<file path="src/rtl/ksc_pkg.sv">
// Package for the keyboard scan code translator.
// Holds queue sizing, scan code and command constants, result type and key maps.
// No dependencies.
package ksc_pkg;

    localparam int KSC_QDEPTH = 32;
    localparam int KSC_QAW    = $clog2(KSC_QDEPTH);
    localparam int KSC_QCW    = $clog2(KSC_QDEPTH + 1);
    localparam int KSC_PAW    = 3;
    localparam int KSC_OFD    = 4;
    localparam int KSC_OAW    = $clog2(KSC_OFD);
    localparam int KSC_OCW    = $clog2(KSC_OFD + 1);

    localparam logic [7:0] SC_BKSP     = 8'h0e;
    localparam logic [7:0] SC_ENTER    = 8'h1c;
    localparam logic [7:0] SC_LSHIFT   = 8'h2a;
    localparam logic [7:0] SC_RSHIFT   = 8'h36;
    localparam logic [7:0] SC_LSHIFT_B = 8'haa;
    localparam logic [7:0] SC_RSHIFT_B = 8'hb6;
    localparam logic [7:0] SC_CAPS     = 8'h3a;
    localparam logic [7:0] SC_NUM      = 8'h45;
    localparam logic [7:0] SC_SCROLL   = 8'h46;
    localparam logic [7:0] SC_ACK      = 8'hfa;
    localparam logic [7:0] SC_RESEND   = 8'hfe;

    localparam logic [7:0] KB_SET_LEDS = 8'hed;
    localparam logic [7:0] KB_NONE     = 8'hff;
    localparam logic [7:0] CH_BKSP     = 8'h08;
    localparam logic [7:0] CH_LF       = 8'h0a;
    localparam logic [7:0] CH_UPPER_A  = 8'h41;
    localparam logic [7:0] CH_UPPER_Z  = 8'h5a;
    localparam logic [7:0] CH_CASE     = 8'h20;

    localparam logic FUNC_CODE  = 1'b0;
    localparam logic FUNC_START = 1'b1;
    localparam logic TGT_CON    = 1'b0;
    localparam logic TGT_KBD    = 1'b1;

    localparam logic [2:0] LED_CAPS   = 3'b100;
    localparam logic [2:0] LED_NUM    = 3'b010;
    localparam logic [2:0] LED_SCROLL = 3'b001;

    typedef struct packed {
        logic       target;
        logic [7:0] data;
        logic       last;
    } t_res;

    localparam logic [7:0] PLAIN_MAP [128] = '{
        8'h00, 8'h00, 8'h31, 8'h32, 8'h33, 8'h34, 8'h35, 8'h36,
        8'h37, 8'h38, 8'h39, 8'h30, 8'h2d, 8'h5e, 8'h00, 8'h00,
        8'h51, 8'h57, 8'h45, 8'h52, 8'h54, 8'h59, 8'h55, 8'h49,
        8'h4f, 8'h50, 8'h40, 8'h5b, 8'h00, 8'h00, 8'h41, 8'h53,
        8'h44, 8'h46, 8'h47, 8'h48, 8'h4a, 8'h4b, 8'h4c, 8'h3b,
        8'h3a, 8'h00, 8'h00, 8'h5d, 8'h5a, 8'h58, 8'h43, 8'h56,
        8'h42, 8'h4e, 8'h4d, 8'h2c, 8'h2e, 8'h2f, 8'h00, 8'h2a,
        8'h00, 8'h20, 8'h00, 8'h00, 8'h00, 8'h00, 8'h00, 8'h00,
        8'h00, 8'h00, 8'h00, 8'h00, 8'h00, 8'h00, 8'h00, 8'h37,
        8'h38, 8'h39, 8'h2d, 8'h34, 8'h35, 8'h36, 8'h2b, 8'h31,
        8'h32, 8'h33, 8'h30, 8'h2e, 8'h00, 8'h00, 8'h00, 8'h00,
        8'h00, 8'h00, 8'h00, 8'h00, 8'h00, 8'h00, 8'h00, 8'h00,
        8'h00, 8'h00, 8'h00, 8'h00, 8'h00, 8'h00, 8'h00, 8'h00,
        8'h00, 8'h00, 8'h00, 8'h00, 8'h00, 8'h00, 8'h00, 8'h00,
        8'h00, 8'h00, 8'h00, 8'h5c, 8'h00, 8'h00, 8'h00, 8'h00,
        8'h00, 8'h00, 8'h00, 8'h00, 8'h00, 8'h5c, 8'h00, 8'h00
    };

    localparam logic [7:0] SHIFT_MAP [128] = '{
        8'h00, 8'h00, 8'h21, 8'h22, 8'h23, 8'h24, 8'h25, 8'h26,
        8'h27, 8'h28, 8'h29, 8'h7e, 8'h3d, 8'h7e, 8'h00, 8'h00,
        8'h51, 8'h57, 8'h45, 8'h52, 8'h54, 8'h59, 8'h55, 8'h49,
        8'h4f, 8'h50, 8'h60, 8'h7b, 8'h00, 8'h00, 8'h41, 8'h53,
        8'h44, 8'h46, 8'h47, 8'h48, 8'h4a, 8'h4b, 8'h4c, 8'h2b,
        8'h2a, 8'h00, 8'h00, 8'h7d, 8'h5a, 8'h58, 8'h43, 8'h56,
        8'h42, 8'h4e, 8'h4d, 8'h3c, 8'h3e, 8'h3f, 8'h00, 8'h2a,
        8'h00, 8'h20, 8'h00, 8'h00, 8'h00, 8'h00, 8'h00, 8'h00,
        8'h00, 8'h00, 8'h00, 8'h00, 8'h00, 8'h00, 8'h00, 8'h37,
        8'h38, 8'h39, 8'h2d, 8'h34, 8'h35, 8'h36, 8'h2b, 8'h31,
        8'h32, 8'h33, 8'h30, 8'h2e, 8'h00, 8'h00, 8'h00, 8'h00,
        8'h00, 8'h00, 8'h00, 8'h00, 8'h00, 8'h00, 8'h00, 8'h00,
        8'h00, 8'h00, 8'h00, 8'h00, 8'h00, 8'h00, 8'h00, 8'h00,
        8'h00, 8'h00, 8'h00, 8'h00, 8'h00, 8'h00, 8'h00, 8'h00,
        8'h00, 8'h00, 8'h00, 8'h5f, 8'h00, 8'h00, 8'h00, 8'h00,
        8'h00, 8'h00, 8'h00, 8'h00, 8'h00, 8'h7c, 8'h00, 8'h00
    };

endpackage

</file>
<file path="src/rtl/ksc_if.sv">
// Handshake channel interfaces for the keyboard scan code translator.
// Input channel carries keyboard items, result channel carries translated items.
// No dependencies.
interface ksc_key_if;
    logic       valid;
    logic       ready;
    logic       func;
    logic [7:0] scan_code;

    modport source (output valid, output func, output scan_code, input ready);
    modport sink (input valid, input func, input scan_code, output ready);
endinterface

interface ksc_res_if;
    logic       valid;
    logic       ready;
    logic       target;
    logic [7:0] data;
    logic       last;

    modport source (output valid, output target, output data, output last, input ready);
    modport sink (input valid, input target, input data, input last, output ready);
endinterface

</file>
<file path="src/rtl/keyboard_scancode_to_char_led.sv">
// Keyboard scan code (set 1) translator with LED command queue.
// Depends on ksc_pkg and the channel interfaces in ksc_if.sv.
//
// Usage:
// i_key takes one item per handshake: func 0 carries a received keyboard byte,
// func 1 loads the LEDs from the initial_leds register and queues the LED command.
// o_res delivers up to two result items per input item: a console character or a
// resend first, then at most one command byte for the keyboard; last marks the
// final result of an item. Items that cause no result produce nothing on o_res.
// initial_leds is written through the APB port at address 0 and reads back there.
// After each accept the input drops ready for a second phase (r_p2), because both
// bytes of an LED command go through the single write port of the queue RAM.
// The first result of an item goes through the r_p2 registers and the result buffer to o_res.
// A four-entry result buffer decouples the sides: a stalled receiver stops new
// items only once the buffer cannot take two more results.
// Reset is synchronous: shift, LED, acknowledge state, queue pointers and the
// result buffer are cleared at once, so the block is ready the cycle after reset.
module keyboard_scancode_to_char_led
    import ksc_pkg::*;
(
    input  logic                 i_clk,
    input  logic                 i_rst_n,
    ksc_key_if.sink              i_key,
    ksc_res_if.source            o_res,
    input  logic                 psel,
    input  logic                 penable,
    input  logic                 pwrite,
    input  logic [KSC_PAW-1:0]   paddr,
    input  logic [31:0]          pwdata,
    output logic [31:0]          prdata,
    output logic                 pready
);

    logic [2:0]         r_init;
    logic [1:0]         r_shift, n_shift;
    logic [2:0]         r_led, n_led;
    logic               r_await;
    logic [7:0]         r_held;

    logic [7:0]         r_mem [KSC_QDEPTH];
    logic [7:0]         r_rd;
    logic [KSC_QAW-1:0] r_head, r_tail;
    logic [KSC_QCW-1:0] r_qcnt;

    logic               r_p2;
    logic               r_p2_fv;
    logic               r_p2_ft;
    logic [7:0]         r_p2_fd;
    logic               r_p2_enq;
    logic [2:0]         r_p2_led;
    logic               r_p2_empty;

    t_res               r_of [KSC_OFD];
    logic [KSC_OAW-1:0] r_ord, r_owr;
    logic [KSC_OCW-1:0] r_ocnt;

    logic               acc, pop, cfg_we;
    logic               fv, ft, enq, ack;
    logic [7:0]         fd, ch, code;
    logic               q_notfull, mem_we, deq;
    logic [7:0]         mem_wd, deq_byte;
    logic [1:0]         npush;
    t_res               e0, e1;

    assign pready = 1'b1;
    assign cfg_we = psel && penable && pwrite && (paddr[2] == 1'b0);
    assign prdata = (paddr[2] == 1'b0) ? {29'd0, r_init} : 32'd0;

    assign i_key.ready = !r_p2 && (r_ocnt <= KSC_OCW'(KSC_OFD - 2));
    assign acc = i_key.valid && i_key.ready;
    assign code = i_key.scan_code;

    always_comb begin
        n_shift = r_shift;
        n_led   = r_led;
        enq     = 1'b0;
        ack     = 1'b0;
        fv      = 1'b0;
        ft      = TGT_CON;
        fd      = 8'd0;
        ch      = 8'd0;
        if (i_key.func == FUNC_START) begin
            n_led = r_init;
            enq   = 1'b1;
        end else begin
            if (!code[7]) begin
                ch = (r_shift != 2'b00) ? SHIFT_MAP[code[6:0]] : PLAIN_MAP[code[6:0]];
            end
            if (ch >= CH_UPPER_A && ch <= CH_UPPER_Z
                && ((r_led & LED_CAPS) != 3'b000) == (r_shift != 2'b00)) begin
                ch = ch + CH_CASE;
            end
            if (ch != 8'd0) begin
                fv = 1'b1;
                fd = ch;
            end
            case (code)
                SC_BKSP: begin
                    fv = 1'b1;
                    fd = CH_BKSP;
                end
                SC_ENTER: begin
                    fv = 1'b1;
                    fd = CH_LF;
                end
                SC_LSHIFT:   n_shift = r_shift | 2'b01;
                SC_RSHIFT:   n_shift = r_shift | 2'b10;
                SC_LSHIFT_B: n_shift = r_shift & 2'b10;
                SC_RSHIFT_B: n_shift = r_shift & 2'b01;
                SC_CAPS: begin
                    n_led = r_led ^ LED_CAPS;
                    enq   = 1'b1;
                end
                SC_NUM: begin
                    n_led = r_led ^ LED_NUM;
                    enq   = 1'b1;
                end
                SC_SCROLL: begin
                    n_led = r_led ^ LED_SCROLL;
                    enq   = 1'b1;
                end
                SC_ACK: ack = 1'b1;
                SC_RESEND: begin
                    fv = 1'b1;
                    ft = TGT_KBD;
                    fd = r_held;
                end
                default: ;
            endcase
        end
    end

    // The first queue write happens in the accept cycle, the second in the next one.
    assign q_notfull = r_qcnt < KSC_QCW'(KSC_QDEPTH);
    assign mem_we    = q_notfull && ((acc && enq) || (r_p2 && r_p2_enq));
    assign mem_wd    = r_p2 ? {5'd0, r_p2_led} : KB_SET_LEDS;
    assign deq       = r_p2 && !r_await
                       && ((r_qcnt != '0) || (r_p2_enq && q_notfull));
    // A queue that was empty at accept has its head byte written too late for the read.
    assign deq_byte  = r_p2_empty ? KB_SET_LEDS : r_rd;

    always_ff @(posedge i_clk) begin
        if (mem_we) begin
            r_mem[r_tail] <= mem_wd;
        end
        r_rd <= r_mem[r_head];
    end

    always_ff @(posedge i_clk) begin
        if (!i_rst_n) begin
            r_init  <= 3'd0;
            r_shift <= 2'd0;
            r_led   <= 3'd0;
            r_await <= 1'b0;
            r_held  <= KB_NONE;
            r_head  <= '0;
            r_tail  <= '0;
            r_qcnt  <= '0;
            r_p2    <= 1'b0;
        end else begin
            if (cfg_we) begin
                r_init <= pwdata[2:0];
            end
            if (acc) begin
                r_shift <= n_shift;
                r_led   <= n_led;
                if (ack) begin
                    r_await <= 1'b0;
                    r_held  <= KB_NONE;
                end
            end
            if (deq) begin
                r_await <= 1'b1;
                r_held  <= deq_byte;
                r_head  <= (r_head == KSC_QAW'(KSC_QDEPTH - 1)) ? '0 : r_head + KSC_QAW'(1);
            end
            if (mem_we) begin
                r_tail <= (r_tail == KSC_QAW'(KSC_QDEPTH - 1)) ? '0 : r_tail + KSC_QAW'(1);
            end
            r_qcnt <= r_qcnt + KSC_QCW'(mem_we) - KSC_QCW'(deq);
            r_p2   <= acc;
        end
    end

    always_ff @(posedge i_clk) begin
        if (acc) begin
            r_p2_fv    <= fv;
            r_p2_ft    <= ft;
            r_p2_fd    <= fd;
            r_p2_enq   <= enq;
            r_p2_led   <= n_led;
            r_p2_empty <= (r_qcnt == '0);
        end
    end

    always_comb begin
        e0 = '{target: TGT_KBD, data: deq_byte, last: 1'b1};
        e1 = '{target: TGT_KBD, data: deq_byte, last: 1'b1};
        if (r_p2_fv) begin
            e0 = '{target: r_p2_ft, data: r_p2_fd, last: !deq};
        end
        npush = 2'd0;
        if (r_p2) begin
            npush = {1'b0, r_p2_fv} + {1'b0, deq};
        end
    end

    assign pop          = o_res.valid && o_res.ready;
    assign o_res.valid  = r_ocnt != '0;
    assign o_res.target = r_of[r_ord].target;
    assign o_res.data   = r_of[r_ord].data;
    assign o_res.last   = r_of[r_ord].last;

    always_ff @(posedge i_clk) begin
        if (npush != 2'd0) begin
            r_of[r_owr] <= e0;
        end
        if (npush == 2'd2) begin
            r_of[r_owr + KSC_OAW'(1)] <= e1;
        end
    end

    always_ff @(posedge i_clk) begin
        if (!i_rst_n) begin
            r_ord  <= '0;
            r_owr  <= '0;
            r_ocnt <= '0;
        end else begin
            r_owr  <= r_owr + KSC_OAW'(npush);
            r_ord  <= r_ord + KSC_OAW'(pop);
            r_ocnt <= r_ocnt + KSC_OCW'(npush) - KSC_OCW'(pop);
        end
    end

endmodule

</file>
<file path="src/flat_wrapper.sv">
// flat-port wrapper written by rule: the top's interface ports become plain ports
module keyboard_scancode_to_char_led_flat import ksc_pkg::*;
  (i_clk, i_rst_n, psel, penable, pwrite, paddr, pwdata, prdata, pready, i_key_valid, i_key_func, i_key_scan_code, i_key_ready, o_res_valid, o_res_target, o_res_data, o_res_last, o_res_ready);
  ksc_key_if i_key_i ();
  ksc_res_if o_res_i ();
  input  logic i_clk;
  input  logic i_rst_n;
  input  logic psel;
  input  logic penable;
  input  logic pwrite;
  input  logic [KSC_PAW-1:0] paddr;
  input  logic [31:0] pwdata;
  output logic [31:0] prdata;
  output logic pready;
  input wire logic [$bits(i_key_i.valid)-1:0] i_key_valid;
  input wire logic [$bits(i_key_i.func)-1:0] i_key_func;
  input wire logic [$bits(i_key_i.scan_code)-1:0] i_key_scan_code;
  output wire logic [$bits(i_key_i.ready)-1:0] i_key_ready;
  output wire logic [$bits(o_res_i.valid)-1:0] o_res_valid;
  output wire logic [$bits(o_res_i.target)-1:0] o_res_target;
  output wire logic [$bits(o_res_i.data)-1:0] o_res_data;
  output wire logic [$bits(o_res_i.last)-1:0] o_res_last;
  input wire logic [$bits(o_res_i.ready)-1:0] o_res_ready;
  assign i_key_i.valid = i_key_valid;
  assign i_key_i.func = i_key_func;
  assign i_key_i.scan_code = i_key_scan_code;
  assign i_key_ready = i_key_i.ready;
  assign o_res_valid = o_res_i.valid;
  assign o_res_target = o_res_i.target;
  assign o_res_data = o_res_i.data;
  assign o_res_last = o_res_i.last;
  assign o_res_i.ready = o_res_ready;
  keyboard_scancode_to_char_led u_core (.i_clk(i_clk), .i_rst_n(i_rst_n), .i_key(i_key_i), .o_res(o_res_i), .psel(psel), .penable(penable), .pwrite(pwrite), .paddr(paddr), .pwdata(pwdata), .prdata(prdata), .pready(pready));
endmodule
</file>
<file path="config.mk">
export PLATFORM = sky130hd
export DESIGN_NAME = keyboard_scancode_to_char_led_flat
export DESIGN_NICKNAME = d
export VERILOG_FILES = /design/src/rtl/ksc_pkg.sv /design/src/rtl/ksc_if.sv /design/src/rtl/keyboard_scancode_to_char_led.sv /design/src/flat_wrapper.sv
export SDC_FILE = /design/constraint.sdc
export NUM_CORES = 1
export LEC_CHECK = 0
export ABC_AREA = 1
export BUFFER_PORTS_ARGS = -buffer_cell sky130_fd_sc_hd__buf_2
export CAP_MARGIN = 20
export CELL_PAD_IN_SITES_DETAIL_PLACEMENT = 1
export CELL_PAD_IN_SITES_GLOBAL_PLACEMENT = 1
export CORE_ASPECT_RATIO = 0.6
export CORE_MARGIN = 2
export CORE_UTILIZATION = 50
export CTS_CLUSTER_DIAMETER = 30
export DETAILED_ROUTE_END_ITERATION = 8
export PLACE_DENSITY_LB_ADDON = 0.1
export SETUP_SLACK_MARGIN = 0.5
export SLEW_MARGIN = 15
export SYNTH_ARGS = -nofsm -noshare
export SYNTH_HDL_FRONTEND = slang
export SYNTH_SLANG_ARGS = --single-unit
</file>
<file path="constraint.sdc">
create_clock -name i_clk -period 5.77 [get_ports i_clk]
set_input_delay 0.8655 -clock i_clk [delete_from_list [all_inputs] [get_ports i_clk]]
set_output_delay 0.8655 -clock i_clk [all_outputs]
set_load 0.02 [all_outputs]
</file>
==> run summary <==
Of the total power, the share spent switching nets is 33.89%. The tools report the number of cells produced by synthesis as 1,253. The worst register-to-register path has a setup slack of 1.65 ns.

Post-synthesis to final-layout area growth: 11.05%. Yosys attributes the largest share of cell area to sky130_fd_sc_hd__edfxtp_1, sky130_fd_sc_hd__dfxtp_1, sky130_fd_sc_hd__o21ai_0, sky130_fd_sc_hd__nor2_1, sky130_fd_sc_hd__nand2_1. The combined global-route utilization of all metal layers is 28.72%, and the count of state elements after synthesis is 225. The number of gates resized after CTS was 0.

Of the total power, registers draw 39.6%. The die area came out at 23,980 um2. The number of synthesized flops with an enable pin came out at 175.

In this run the critical register-to-register path is launched from u_core.r_p2. For the cts-stage hold buffer count, the log shows 0. The run finished with clean final reports. Data arrives at the worst endpoint at 4.32 ns. Summed over all cells, the static leakage comes to 4.972 nW. A synthesized cell averages 9.064 um2. The share of total power dissipated in the clock network is 36.3%. The number of H-tree branching levels is 1. Portion of synthesized cell area occupied by the leading cell type: 46.27%.

At the end of routability-driven placement, the weighted congestion stood at 0.9348. The detailed router finished its first iteration with 872 violations. The run gives 56.87% as the end-of-flow core utilization. The minimum period implied by the final worst setup slack is 4.118 ns. The logs give 0 ns for the setup TNS and 0 for the number of post-CTS setup repair buffers. Number of max-slew violations in the final report: 0.

For the number of placed cells counting well taps, the log shows 1,551. The pre-antenna-repair detailed-routing pass consisted of 5 iterations. The area of the core is 22,180 um2, and the worst path required time is 5.97 ns. The number of design rule violations left after detail routing is 0, and the number of gates on the worst path with buffers counted is 12.

By count the netlist is led by sky130_fd_sc_hd__nor2_1, sky130_fd_sc_hd__nand2_1, sky130_fd_sc_hd__edfxtp_1. The largest individual stage delay along the critical path comes from the cell sky130_fd_sc_hd__ha_1. The critical path goes through inv_1, buf_4, nor2_1, nand2_1, clkinv_1, ha_1, nand2_1, inv_1, nor2_1, nor2_1, inv_1, nand2_1. In this run the tightest slew margin relative to its limit is 27.14%. The logs give 9,209 for the via count of the first global-routing pass and 1.809 ns for the pre-CTS worst setup slack.

Entering global routing, the biggest net connects 69 pins. The sum of buffers and inverters on the critical path is 5, and the internal cell power is 3.315 mW. For the number of top-level design ports, the log shows 96. The start-to-end type of the worst setup path is flop to flop. The final-report hold violation count was 0. The post-detailed-route wirelength per cell is 20.93 um.

Wires add up to 33,700 um. Combinational cells account for 24.1% of the total power. The floorplan step set the die height to 120.7 um. On the worst path, the slowest cell contributes a delay of 0.47 ns.

The largest fanout of any net on the critical path is 19. The top achievable clock speed is 0.2428 GHz. Across the run, the number of max-cap violations was 0.

The worst hold path begins at u_core.r_shift[1]. The cell family contributing the most delay on the critical path is buffers and inverters. The post-synthesis instance area was 11,360 um2.

The run gives 0 as the number of antenna diodes. Number of antenna violations at the first check in global routing: 0. In this run the tool buffered the top-level ports with 34 buffer cells. After global routing the overflow that remains totals 0. The number of buffers on the longest clock path came out at 3. The type of the tightest min-delay check was flop to flop. The power per cell area is 397.6 nW/um2. The critical path starts at u_core.r_p2. Top flip-flop cell by instance count after synthesis: sky130_fd_sc_hd__edfxtp_1. sky130_fd_sc_hd__edfxtp_1 takes more of the synthesized area than any other cell. The remaining antenna violation count after routing is 0, and the setup violation total in the final timing report is 0.

The overall power of the completed layout was 5.015 mW. The most common cell in the netlist is sky130_fd_sc_hd__nor2_1. Clock-pin slew was measured on the worst setup and hold paths at 0.06 ns. The TritonCTS buffer count is 31. The Yosys step of the flow raised 0 warnings. Setup repair after global routing left no endpoint under its margin. The capture point of the critical path was u_core.r_of[3][3]. The logs give 52,690 um for the first-pass GRT wire length and 1,364 for the post-layout net count. For this configuration, the core starts out at a cell density of 51.21%. TritonCTS built the clock tree. Using the TritonRoute via totals, the vias-per-cell ratio works out to 5.760.

Setup slack on the critical path of the routed design comes to 1.652 ns. The startpoint kind of the worst setup timing path is a flop. The tools report the number of distinct library cells after synthesis as 39. In this run the core area contains 42 standard-cell rows. For the worst flop-to-flop path, the logic depth is 12.

The slew of the pin with the lowest slew margin works out to 1.092 ns. In this run the clock root is driven by a sky130_fd_sc_hd__clkbuf_16. In this run the critical register-to-register path is captured at u_core.r_of[3][3]. The portion of the clock cycle consumed by the worst path in the final layout is 71.37%. The floorplan step set the die width to 198.6 um.

The share of final-layout standard cells stronger than drive strength 1 is 9.140%. The share of flip-flops with an asynchronous set or reset was 0%; the overall via count from detail_route was 9,273. The clock arrives with 0.01447 ns of skew.

The finished layout holds 1,610 standard cells, fillers aside. The worst setup path is captured at a flop. The net load switching power is 1.700 mW.

At the later pin of the worst-skew pair, clock insertion delay measures 0.56 ns. The tree built by TritonCTS fans out to 225 sinks. The logs give 55.08% for the part of the Yosys area used for sequential elements and 0.2392 mV for the peak supply drop. Detailed placement finished with a half-perimeter wire length of 23,180 um.
## routing by layer
layer | track usage, % | part of all wire (%) | up-vias
li1 | - | - | 4303
met1 | 43.56 | 48 | 4608
met2 | 43.07 | 43 | 329
met3 | 6.137 | 7.7 | 33
met4 | 4.291 | 1.0 | 0
met5 | 0 | 0 | -
## power groups by stage
stage,logic (mW),registers (mW),clock network [mW]
final,1.21,1.99,1.82
after global placement,1.11,2.01,0
after global routing,1.34,2.00,1.90
after floorplan,0.811,1.99,0
after detailed placement,1.17,2.01,0
after CTS,1.20,1.99,1.83
## metrics by stage
| step | hold WS (ns) | area [um2] |
|---|---|---|
| floorplan | 0.4238 | 11460 |
| global placement | 0.4346 | 11590 |
| detailed placement | 0.4406 | 11590 |
| CTS | 0.4496 | 12580 |
| global route | 0.4703 | 12610 |
| finish | 0.4474 | 12610 |
## worst min path at each step
stage / to / slack (ns) / cells past startpoint
after global routing: u_core.r_shift[1] / 0.47 / 2
final: u_core.r_shift[1] / 0.45 / 2
after detailed placement: u_core.r_shift[1] / 0.44 / 2
after floorplan: u_core.r_shift[1] / 0.42 / 2
after global placement: u_core.r_shift[0] / 0.43 / 2
after CTS: u_core.r_shift[1] / 0.45 / 2
## worst reg2reg max path, delay by kind of cell, from the launching register on
family,cells,cell delay [ns]
simple gates,6,1.32
fa+ha+maj,1,0.48
flops,1,0.39
buf+inv,5,1.58
## placed cells by master, fill, tap and decap left out, types with 2 or more instances in the layout
master	n
sky130_fd_sc_hd__inv_2	7
sky130_fd_sc_hd__nor3_1	16
sky130_fd_sc_hd__fa_1	2
sky130_fd_sc_hd__xnor2_1	2
sky130_fd_sc_hd__nand2_2	8
sky130_fd_sc_hd__clkbuf_16	31
sky130_fd_sc_hd__o21ai_2	2
sky130_fd_sc_hd__o21ai_0	170
sky130_fd_sc_hd__nand3_1	62
sky130_fd_sc_hd__a21oi_2	3
sky130_fd_sc_hd__or2_2	2
sky130_fd_sc_hd__inv_6	2
sky130_fd_sc_hd__xor2_1	4
sky130_fd_sc_hd__clkinv_1	16
sky130_fd_sc_hd__clkinvlp_4	2
sky130_fd_sc_hd__nor2_4	3
sky130_fd_sc_hd__clkinv_4	5
sky130_fd_sc_hd__nand4_1	12
sky130_fd_sc_hd__o221ai_1	16
sky130_fd_sc_hd__bufinv_16	2
sky130_fd_sc_hd__o211ai_1	7
sky130_fd_sc_hd__nand2_1	193
sky130_fd_sc_hd__nor2_1	208
sky130_fd_sc_hd__buf_4	5
sky130_fd_sc_hd__inv_1	99
sky130_fd_sc_hd__clkinv_2	4
sky130_fd_sc_hd__edfxtp_1	175
sky130_fd_sc_hd__o21ai_1	4
sky130_fd_sc_hd__ha_1	34
sky130_fd_sc_hd__dfxtp_1	49
sky130_fd_sc_hd__nor2_2	5
sky130_fd_sc_hd__o21bai_1	2
sky130_fd_sc_hd__conb_1	30
sky130_fd_sc_hd__a31oi_1	3
sky130_fd_sc_hd__a21oi_1	43
sky130_fd_sc_hd__buf_2	34
sky130_fd_sc_hd__o22ai_1	29
sky130_fd_sc_hd__and2_1	2
## kinds of logic (layout without fill, tap and decap cells)
| family | after synthesis | after routing | share of synthesized area [%] |
|---|---|---|---|
| compound gates | 282 | 282 | 13.76 |
| xor+xnor | 6 | 6 | 0.4627 |
| fa+ha+maj | 36 | 36 | 4.098 |
| buf+inv | 189 | 210 | 7.800 |
| flops | 225 | 225 | 55.08 |
| other cells | 2 | 30 | 0.06613 |
| simple gates | 513 | 513 | 18.73 |
## final cells by class
class	count	area, um2
flip-flops and latches	225	6257
well taps	308	385.4
fillers	2583	9564
clock inverters	26	214.0
multi-input cells	867	4320
repair buffers	40	235.2
inverters	112	420.4
clock buffers	32	779.5
## registers in the layout (all words and copies together), names as in the netlist, 3 cells and up
register,count
u_core.r_init,3
u_core.r_held,5
u_core.r_led,3
u_core.r_ocnt,3
u_core.r_of,40
u_core.r_p2_led,3
u_core.r_p2_fd,8
u_core.r_tail,5
u_core.r_mem,128
u_core.r_head,5
u_core.r_rd,4
u_core.r_qcnt,6
No activity file was read; power rests on OpenSTA's default activity.
